**config.mk**
```make
export PLATFORM = sky130hd
export DESIGN_NAME = lpgs_ctrl
export DESIGN_NICKNAME = d
export VERILOG_FILES = /design/src/rtl/core/lpgs_pkg.sv /design/src/rtl/core/lpgs_ctrl.sv
export SDC_FILE = /design/constraint.sdc
export NUM_CORES = 1
export LEC_CHECK = 0
export BUFFER_PORTS_ARGS = -buffer_cell sky130_fd_sc_hd__buf_2
export CAP_MARGIN = 20
export CORE_ASPECT_RATIO = 0.6
export CORE_MARGIN = 2
export CORE_UTILIZATION = 40
export DETAILED_ROUTE_END_ITERATION = 8
export GPL_ROUTABILITY_DRIVEN = 1
export GPL_TIMING_DRIVEN = 0
export SKIP_LAST_GASP = 1
export SYNTH_ARGS = -nofsm -noshare
export SYNTH_HDL_FRONTEND = slang
export SYNTH_SLANG_ARGS = --single-unit
```
**constraint.sdc**
```tcl
create_clock -name i_clk -period 3.4 [get_ports i_clk]
set_input_delay 0.68 -clock i_clk [delete_from_list [all_inputs] [get_ports i_clk]]
set_output_delay 0.68 -clock i_clk [all_outputs]
set_load 0.05 [all_outputs]
```
**src/rtl/core/lpgs_pkg.sv**
```systemverilog
// Shared types, codes and helpers of the projected Gauss-Seidel solver.
`timescale 1ns / 1ps
package lpgs_pkg;

    // Request codes carried by the input channel.
    typedef enum logic [1:0] {
        REQ_MAT   = 2'd0,
        REQ_Q     = 2'd1,
        REQ_Z     = 2'd2,
        REQ_START = 2'd3
    } t_req;

    // Solve outcome codes.
    typedef enum logic [1:0] {
        ST_CONV  = 2'd0,
        ST_LIMIT = 2'd1,
        ST_DIAG  = 2'd2
    } t_status;

    // Configuration register indexes.
    localparam logic [1:0] REG_SIZE  = 2'd0;
    localparam logic [1:0] REG_MAXIT = 2'd1;
    localparam logic [1:0] REG_TOL   = 2'd2;

    // Width of the exact accumulator.
    localparam int unsigned ACC_W = 64;

    typedef logic [3:0] t_idx;

    // Accumulator operations.
    typedef enum logic [2:0] {
        ACC_HOLD,
        ACC_LDQ,
        ACC_LDNQ,
        ACC_ADD,
        ACC_SUB,
        ACC_CLR
    } t_acc_op;

    // Commands from the controller to the datapath.
    typedef struct packed {
        logic    ld_wr;
        logic    rd_en;
        t_idx    row;
        t_idx    col;
        logic    mul_en;
        logic    mul_dot;
        t_acc_op acc_op;
        logic    w_we;
        logic    z_we;
        logic    chk_init;
        logic    div_start;
        logic    out_ld;
    } t_cmd;

    // Status from the datapath to the controller.
    typedef struct packed {
        logic diag_zero;
        logic conv;
        logic div_done;
    } t_dpst;

    // Saturate an exact sum to signed 32 bits.
    function automatic logic signed [31:0] sat32(input logic signed [ACC_W-1:0] x);
        logic signed [31:0] r;
        if (x > $signed({{(ACC_W-31){1'b0}}, 31'h7FFF_FFFF})) begin
            r = 32'sh7FFF_FFFF;
        end else if (x < $signed({{(ACC_W-31){1'b1}}, 31'h0})) begin
            r = 32'sh8000_0000;
        end else begin
            r = x[31:0];
        end
        return r;
    endfunction

endpackage

```
**src/rtl/core/lpgs_ctrl.sv**
```systemverilog
// Controller: sequences diagonal check, convergence checks, sweeps and results.
`timescale 1ns / 1ps
module lpgs_ctrl #(
    parameter int MAX_SIZE = 16
) (
    input  logic                i_clk,
    input  logic                i_rst_n,
    input  logic                i_valid,
    input  logic [1:0]          i_req_type,
    output logic                o_stall,
    input  logic                i_stall,
    output logic                o_valid,
    output logic [3:0]          o_index,
    output logic [1:0]          o_status,
    output logic [15:0]         o_iterations,
    output logic                o_last,
    input  logic [4:0]          i_size,
    input  logic [15:0]         i_max_iter,
    output lpgs_pkg::t_cmd      o_cmd,
    input  lpgs_pkg::t_dpst     i_st
);
    import lpgs_pkg::*;

    localparam logic [4:0] LIM = (MAX_SIZE < 16) ? 5'(MAX_SIZE) : 5'd16;

    typedef enum logic [4:0] {
        S_IDLE, S_DG_RD, S_DG_CK, S_CI_RD, S_CI_LD, S_CM_RD, S_CM_MUL, S_CM_ACC,
        S_CW, S_DT_RD, S_DT_MUL, S_DT_ACC, S_DT_CK, S_SI_RD, S_SI_LD, S_SM_RD,
        S_SM_MUL, S_SM_ACC, S_SD_RD, S_SD_ST, S_SD_WT, S_OUT_RD, S_OUT_LD
    } t_state;

    t_state      r_state;
    t_idx        r_i, r_j, r_nm1;
    logic [15:0] r_k;
    logic        r_diag;
    t_status     r_status;
    logic [15:0] r_iter;
    logic        r_o_valid;
    t_idx        r_o_index;
    logic        r_o_last;
    t_status     r_o_status;
    logic [15:0] r_o_iter;

    logic       in_acc;
    logic       out_free;
    logic [4:0] n_sz;
    logic [4:0] n_act;

    assign in_acc   = i_valid && (r_state == S_IDLE);
    assign out_free = !r_o_valid || !i_stall;
    assign n_sz     = (i_size == 5'd0) ? 5'd1 : i_size;
    assign n_act    = (n_sz > LIM) ? LIM : n_sz;

    // Command decode from the current state.
    always_comb begin
        o_cmd        = '0;
        o_cmd.row    = r_i;
        o_cmd.col    = r_j;
        o_cmd.acc_op = ACC_HOLD;
        unique case (r_state)
            S_IDLE:   o_cmd.ld_wr = in_acc && (i_req_type != REQ_START);
            S_DG_RD:  begin o_cmd.rd_en = 1'b1; o_cmd.col = r_i; end
            S_DG_CK:  o_cmd.chk_init = 1'b1;
            S_CI_RD:  o_cmd.rd_en = 1'b1;
            S_CI_LD:  o_cmd.acc_op = ACC_LDQ;
            S_CM_RD:  o_cmd.rd_en = 1'b1;
            S_CM_MUL: o_cmd.mul_en = 1'b1;
            S_CM_ACC: o_cmd.acc_op = ACC_ADD;
            S_CW:     begin o_cmd.w_we = 1'b1; o_cmd.acc_op = ACC_CLR; end
            S_DT_RD:  begin o_cmd.rd_en = 1'b1; o_cmd.col = r_i; end
            S_DT_MUL: begin o_cmd.mul_en = 1'b1; o_cmd.mul_dot = 1'b1; end
            S_DT_ACC: o_cmd.acc_op = ACC_ADD;
            S_DT_CK:  o_cmd.chk_init = 1'b1;
            S_SI_RD:  o_cmd.rd_en = 1'b1;
            S_SI_LD:  o_cmd.acc_op = ACC_LDNQ;
            S_SM_RD:  o_cmd.rd_en = 1'b1;
            S_SM_MUL: o_cmd.mul_en = 1'b1;
            S_SM_ACC: o_cmd.acc_op = (r_j != r_i) ? ACC_SUB : ACC_HOLD;
            S_SD_RD:  begin o_cmd.rd_en = 1'b1; o_cmd.col = r_i; end
            S_SD_ST:  o_cmd.div_start = 1'b1;
            S_SD_WT:  o_cmd.z_we = i_st.div_done;
            S_OUT_RD: begin o_cmd.rd_en = 1'b1; o_cmd.col = r_i; end
            S_OUT_LD: o_cmd.out_ld = out_free;
            default:  o_cmd.acc_op = ACC_HOLD;
        endcase
    end

    // State, counters and registered outputs.
    always_ff @(posedge i_clk) begin
        if (!i_rst_n) begin
            r_state    <= S_IDLE;
            r_i        <= '0;
            r_j        <= '0;
            r_nm1      <= '0;
            r_k        <= '0;
            r_diag     <= 1'b0;
            r_status   <= ST_CONV;
            r_iter     <= '0;
            r_o_valid  <= 1'b0;
            r_o_index  <= '0;
            r_o_last   <= 1'b0;
            r_o_status <= ST_CONV;
            r_o_iter   <= '0;
        end else begin
            if (r_o_valid && !i_stall) begin
                r_o_valid <= 1'b0;
            end
            unique case (r_state)
                S_IDLE: begin
                    if (in_acc && (i_req_type == REQ_START)) begin
                        r_nm1   <= 4'(n_act - 5'd1);
                        r_i     <= '0;
                        r_diag  <= 1'b0;
                        r_state <= S_DG_RD;
                    end
                end
                S_DG_RD: r_state <= S_DG_CK;
                S_DG_CK: begin
                    if (r_i == r_nm1) begin
                        r_i <= '0;
                        r_k <= '0;
                        if (r_diag || i_st.diag_zero) begin
                            r_status <= ST_DIAG;
                            r_iter   <= '0;
                            r_state  <= S_OUT_RD;
                        end else if (i_max_iter == 16'd0) begin
                            r_status <= ST_LIMIT;
                            r_iter   <= '0;
                            r_state  <= S_OUT_RD;
                        end else begin
                            r_state <= S_CI_RD;
                        end
                    end else begin
                        r_diag  <= r_diag | i_st.diag_zero;
                        r_i     <= r_i + 1'b1;
                        r_state <= S_DG_RD;
                    end
                end
                S_CI_RD: r_state <= S_CI_LD;
                S_CI_LD: begin
                    r_j     <= '0;
                    r_state <= S_CM_RD;
                end
                S_CM_RD:  r_state <= S_CM_MUL;
                S_CM_MUL: r_state <= S_CM_ACC;
                S_CM_ACC: begin
                    if (r_j == r_nm1) begin
                        r_state <= S_CW;
                    end else begin
                        r_j     <= r_j + 1'b1;
                        r_state <= S_CM_RD;
                    end
                end
                S_CW: begin
                    if (r_i == r_nm1) begin
                        r_i     <= '0;
                        r_state <= S_DT_RD;
                    end else begin
                        r_i     <= r_i + 1'b1;
                        r_state <= S_CI_RD;
                    end
                end
                S_DT_RD:  r_state <= S_DT_MUL;
                S_DT_MUL: r_state <= S_DT_ACC;
                S_DT_ACC: begin
                    if (r_i == r_nm1) begin
                        r_state <= S_DT_CK;
                    end else begin
                        r_i     <= r_i + 1'b1;
                        r_state <= S_DT_RD;
                    end
                end
                S_DT_CK: begin
                    r_i <= '0;
                    if (i_st.conv) begin
                        r_status <= ST_CONV;
                        r_iter   <= r_k;
                        r_state  <= S_OUT_RD;
                    end else begin
                        r_state <= S_SI_RD;
                    end
                end
                S_SI_RD: r_state <= S_SI_LD;
                S_SI_LD: begin
                    r_j     <= '0;
                    r_state <= S_SM_RD;
                end
                S_SM_RD:  r_state <= S_SM_MUL;
                S_SM_MUL: r_state <= S_SM_ACC;
                S_SM_ACC: begin
                    if (r_j == r_nm1) begin
                        r_state <= S_SD_RD;
                    end else begin
                        r_j     <= r_j + 1'b1;
                        r_state <= S_SM_RD;
                    end
                end
                S_SD_RD: r_state <= S_SD_ST;
                S_SD_ST: r_state <= S_SD_WT;
                S_SD_WT: begin
                    if (i_st.div_done) begin
                        if (r_i == r_nm1) begin
                            r_i <= '0;
                            if (r_k + 16'd1 == i_max_iter) begin
                                r_status <= ST_LIMIT;
                                r_iter   <= i_max_iter;
                                r_state  <= S_OUT_RD;
                            end else begin
                                r_k     <= r_k + 16'd1;
                                r_state <= S_CI_RD;
                            end
                        end else begin
                            r_i     <= r_i + 1'b1;
                            r_state <= S_SI_RD;
                        end
                    end
                end
                S_OUT_RD: r_state <= S_OUT_LD;
                S_OUT_LD: begin
                    if (out_free) begin
                        r_o_valid  <= 1'b1;
                        r_o_index  <= r_i;
                        r_o_last   <= (r_i == r_nm1);
                        r_o_status <= r_status;
                        r_o_iter   <= r_iter;
                        if (r_i == r_nm1) begin
                            r_state <= S_IDLE;
                        end else begin
                            r_i     <= r_i + 1'b1;
                            r_state <= S_OUT_RD;
                        end
                    end
                end
                default: r_state <= S_IDLE;
            endcase
        end
    end

    assign o_stall      = (r_state != S_IDLE);
    assign o_valid      = r_o_valid;
    assign o_index      = r_o_index;
    assign o_status     = r_o_status;
    assign o_iterations = r_o_iter;
    assign o_last       = r_o_last;
endmodule
```
# ---- Word-level counts from Yosys, hierarchy flattened
# Index checks and enable logic that the tools add are counted.
dict set report totals {
  regBits 76
  latch_bits 0
  ramBits 0
  mem_bits_ro 0
  input_bits 30
  output_inout_bits 45
  wordCells 155
  memories 0
}
dict set report classes {
  addsub 4
  n_mul 0
  n_div 0
  order_cmp 1
  eq_ne 39
  shift 0
  mux 64
  n_bitwise 1
  n_reduce_logical 33
}
# cell n
set ops {}
lappend ops {{16-bit 2-to-1 mux} 11}
lappend ops {{5-bit one-hot mux with 23 select lines} 1}
lappend ops {{5-bit 2-to-1 mux} 12}
lappend ops {{16-bit one-hot mux with 3 select lines} 1}
lappend ops {{5-bit by 4-bit == test with 1-bit output, second input constant} 8}
lappend ops {{4-bit 2-to-1 mux} 10}
lappend ops {{5-bit == test, second input constant} 7}
lappend ops {{16-bit one-hot mux with 2 select lines} 1}
lappend ops {{4-bit one-hot mux with 6 select lines} 1}
lappend ops {{5-bit by 3-bit == test with 1-bit output, second input constant} 4}
lappend ops {{2-bit != test, second input constant} 10}
lappend ops {{16-bit by 1-bit adder with 16-bit output, second input constant} 1}
lappend ops {{16-bit == test} 1}
lappend ops {{16-bit zero test} 1}
lappend ops {{3-bit one-hot mux with 5 select lines} 1}
lappend ops {{1-bit 2-to-1 mux} 14}
lappend ops {{2-bit 2-to-1 mux} 7}
lappend ops {{5-bit by 2-bit == test with 1-bit output, second input constant} 2}
lappend ops {{5-bit zero test} 2}
lappend ops {{2-bit OR reduction} 5}
lappend ops {{4-bit by 1-bit adder with 4-bit output, second input constant} 2}
lappend ops {{4-bit == test} 2}
lappend ops {{4-bit one-hot mux with 2 select lines} 1}
lappend ops {{8-bit OR reduction} 1}
lappend ops {{other kinds (25)} 36}

# ---- Longest topological paths before layout
dict set report depth {
  word_depth 6
  depth_mapped 11
}

# ---- Worst setup path after synthesis
# OpenSTA, ideal clock, no wires.
dict set report synth_path {
  kind {register -> output}
  start {register r_state[0]}
  end {output o_cmd[6] (netlist name)}
  arrival_time_ns 2.415
  t_required_ns 2.720
  setup_slack_ns 0.305
  path_stages_with_launch 7
  path_buffers 3
  cell_sequence {dfxtp_1 -> clkbuf_1 -> clkbuf_1 -> buf_1 -> xor2_1 -> a21oi_1 -> nor3_1}
}
# item line
set synth_rtl {}
lappend synth_rtl {{from (decl)} lpgs_ctrl.sv:32} ;# t_state r_state;
lappend synth_rtl {{from (signal assigned)} lpgs_ctrl.sv:91} ;# r_state <= S_IDLE;
lappend synth_rtl {{from (signal assigned)} lpgs_ctrl.sv:114} ;# r_state <= S_DG_RD;
lappend synth_rtl {{from (signal assigned)} lpgs_ctrl.sv:117} ;# S_DG_RD: r_state <= S_DG_CK;
lappend synth_rtl {{to (decl)} lpgs_ctrl.sv:19} ;# output lpgs_pkg::t_cmd o_cmd,

==> metrics.md <==
| Metric | Value |
|---|---|
| Status | `finished, final reports clean` |
| Total gr overflow | `0` |
| Fin cells | `a little under 1000` |
| Synthesized area per cell | `7.207 um2` |
| CTS Buf Count | `9` |
| Post-Syn Nets | `739` |
| Final net count | `825` |
| Die area | `approximately 14000 um2` |
| Mapped cell area | `~5100 um2` |
| Hold Fails Final Rpt | `0` |
| CTS sink count | `between 70 and 80` |
| Worst min-delay path class | `flip-flop to flip-flop` |
| CTS tree | `yes` |
| Detailed Route WL | `17280 um` |
| IO Count | `75` |
| Sequential fraction of the synthesis area | `between 20 and 30%` |
| DR vias | `5673` |
| Gate Count Post-Synth | `705` |
| TritonRoute pass-1 iters | `6` |
| DRT iter0 DRCs | `630` |
| First-pass GRT wire length | `around 28000 um` |
| Critical path class | `flip-flop to primary output` |
| Worst-path clk slew | `0.06 ns` |
| Clock power frac | `47.2%` |
| Most common cell in the netlist | `nand2_1` |
| Drt wl/cell | `17.98 um` |
| CP max FO | `10` |
| Crit. End Element | `primary output` |
| Placed insts | `944` |
| Row Count | `31` |
| Area delta synth->final | `18.84%` |
| Power Density | `374.2 nW/um2` |
| Post-route cell area | `6038 um2` |
| WP data arrival | `2.71 ns` |
| DRT antenna net count | `0` |
| Initial Util | `41.59%` |
| Layout cells sized above 1 | `16.58%` |
| Comb pwr share | `12.7%` |
| Net Sw Power | `622.1 uW` |
| Tcrit/Tclk final | `99.68%` |
| Area leader, netlist | `dfxtp_1` |
| Layout Utilization | `between 40 and 50%` |
| Initial antenna violation count | `0` |
| Clock skew | `about 0.012 ns` |
| Internal power | `1.637 mW` |
| Yosys reg bits | `76` |
| Fmax | `295.1 MHz` |
| Reg power frac | `40.1%` |
| Die Span Y | `91.30 um` |
| Clock Latency Late Sink | `0.34 ns` |
| Relative slew slack | `30.77%` |
| Leading register cell type out of synthesis | `dfxtp_1` |
| Hpwl dp | `13220 um` |
| Cell Area, Placed | `5658 um2` |
| Vias in the first global route | `5300` |
| Hold-fix buffers, CTS | `0` |
| Number of max-cap violations | `0` |
| Drt drc | `0` |
| All-Layer GR Usage | `between 20% and 30%` |
| Largest cells by area after synthesis | `dfxtp_1 (30%), nand2_1 (6.5%), nand3_1 (5.4%)` |
| Core area | `12220 um2` |
| Yosys top cell area share | `29.94%` |
| Gpl congestion | `between 1 and 1.5` |
| Setup violators final | `0` |
| Peak VDD IR | `about 0.00029 V` |
| Final Slew Violations | `0` |
| Fin crit period | `3.389 ns` |
| IO Port Bufs | `74` |
| Diodes inserted | `0` |
| Static leakage | `2.368 nW` |
| Vias per cell | `5.903` |
| Distinct cells, synth | `70` |
| Post-synth EDFFs | `0` |
| FFs w/ async S/R, synth | `0%` |
| Clk buf depth | `2` |
| CP required | `2.72 ns` |
| Tot Pwr | `2.259 mW` |
| Setup crit start kind | `flip-flop` |
| Worst-margin pin slew | `1.025 ns` |
| CTS root buf | `clkbuf_16` |
| H-tree lvl count | `3` |
| Setup TNS | `0 ns` |
| Sw Ratio | `27.53%` |
| Ys Warns | `0` |
| Die width | `149.5 um` |
| RSZ-0062 raised after global routing | `yes` |
| Synth top cells by count | `nand2_1 (88), dfxtp_1 (76), nor2_1 (66)` |
| Largest net degree at the start of global routing | `15` |
-- through the flow --
step	hold WS [ns]	worst slack [ns]
2_1_floorplan	0.4322	0.3052
3_3_place_gp	0.4435	-0.03135
3_5_place_dp	0.4453	-0.02445
4_1_cts	0.4539	-0.04921
5_1_grt	0.4726	-0.06679
6_report	0.4559	0.01094
-- layout make-up --
| cell class | instances | area (um2) |
|---|---|---|
| Sequential cell | 76 | 1521 |
| Inverter | 25 | 93.84 |
| Clock inverter | 6 | 95.09 |
| Tap cell | 165 | 206.4 |
| Fill cell | 1243 | 6180 |
| Clock buffer | 10 | 229.0 |
| Buffer | 55 | 246.5 |
| Multi-Input combinational cell | 547 | 3253 |
| Timing Repair Buffer | 77 | 392.9 |
-- sequential cells by signal, indices dropped and copies added (netlist names), 2 cells and up --
signal,cells
r_iter,16
o_index,4
r_status,2
o_status,2
r_j,4
r_i,4
r_nm1,4
o_iterations,16
r_k,16
r_state,5
-- logic make-up after synthesis --
group	share of synthesized area (%)
compound gates	25.26
fa+ha+maj	0.9850
buf+inv	6.796
mux	1.477
simple gates	28.98
xor+xnor	6.550
flops	29.94
-- routing by layer --
| layer | vias up | GRT usage (%) | wire, um |
|---|---|---|---|
| li1 | 2705 | - | - |
| met1 | 2682 | 38.46 | 8391 |
| met2 | 265 | 37.27 | 7032 |
| met3 | 21 | 6.030 | 1636 |
| met4 | 0 | 5.952 | 220 |
| met5 | - | 0 | 0 |
-- power groups by stage --
stage               logic [mW]  registers (mW)  clock network (mW)
finish                   0.287           0.906                1.07
global route             0.310           0.907                1.12
CTS                      0.274           0.906                1.08
global placement         0.272           0.926                   0
detailed placement       0.272           0.926                   0
floorplan                0.170           0.933                   0
-- worst max-delay path, stage by stage, from the launching register on --
cell	delay, ns
dfxtp_1	0.35
clkbuf_1	0.26
nor2b_1	0.51
nand2_1	0.19
nor3_2	0.50
and2_1	0.26
buf_2	0.28
-- final timing paths --
| kind | slack, ns | to | from | cells after the start |
|---|---|---|---|---|
| worst max register to register | 0.19 | r_k[13]$_SDFFE_PN0P_ | r_i[0]$_SDFFE_PN0P_ | 10 |
| worst min-delay path | 0.46 | o_iterations[15]$_SDFFE_PN0P_ | o_iterations[15]$_SDFFE_PN0P_ | 2 |
| worst max-delay path | 0.01 | o_cmd[3] | r_state[3]$_SDFFE_PN0P_ | 6 |
| worst min register to register | 0.46 | o_iterations[15]$_SDFFE_PN0P_ | o_iterations[15]$_SDFFE_PN0P_ | 2 |
-- cells in the final DEF, fill, tap and decap left out, types with 4 or more instances in the layout --
| master | netlist | final |
|---|---|---|
| nand3_1 | 55 | 55 |
| clkbuf_16 | 0 | 9 |
| a22o_1 | 17 | 17 |
| nor2b_1 | 9 | 8 |
| mux2_2 | 4 | 4 |
| nand2_1 | 88 | 88 |
| dfxtp_1 | 76 | 76 |
| a31oi_1 | 7 | 7 |
| o22ai_1 | 6 | 6 |
| buf_1 | 7 | 5 |
| o21ai_1 | 7 | 8 |
| xnor2_1 | 27 | 27 |
| o21ai_0 | 40 | 39 |
| xor2_1 | 11 | 11 |
| buf_4 | 2 | 5 |
| buf_2 | 11 | 85 |
| or4_1 | 5 | 5 |
| nand4_1 | 9 | 9 |
| a21oi_1 | 49 | 49 |
| or3_1 | 5 | 5 |
| inv_1 | 24 | 24 |
| and3_1 | 6 | 6 |
| and2_1 | 5 | 5 |
| clkbuf_1 | 34 | 33 |
| a211oi_1 | 4 | 4 |
| o211ai_1 | 14 | 14 |
| nor2_1 | 66 | 66 |
| nand2b_1 | 4 | 4 |
| o31ai_1 | 4 | 4 |
| a211o_1 | 16 | 16 |
| nor3_1 | 32 | 31 |
-- what timing repair did --
action / in CTS / in global routing
setup buffers: 0 / 3
gates resized for setup: 4 / 7
cloned: 0 / 0
setup endpoints to repair: 7 / 28
pin swaps: 0 / 1
(Power assumes the default switching activity.)
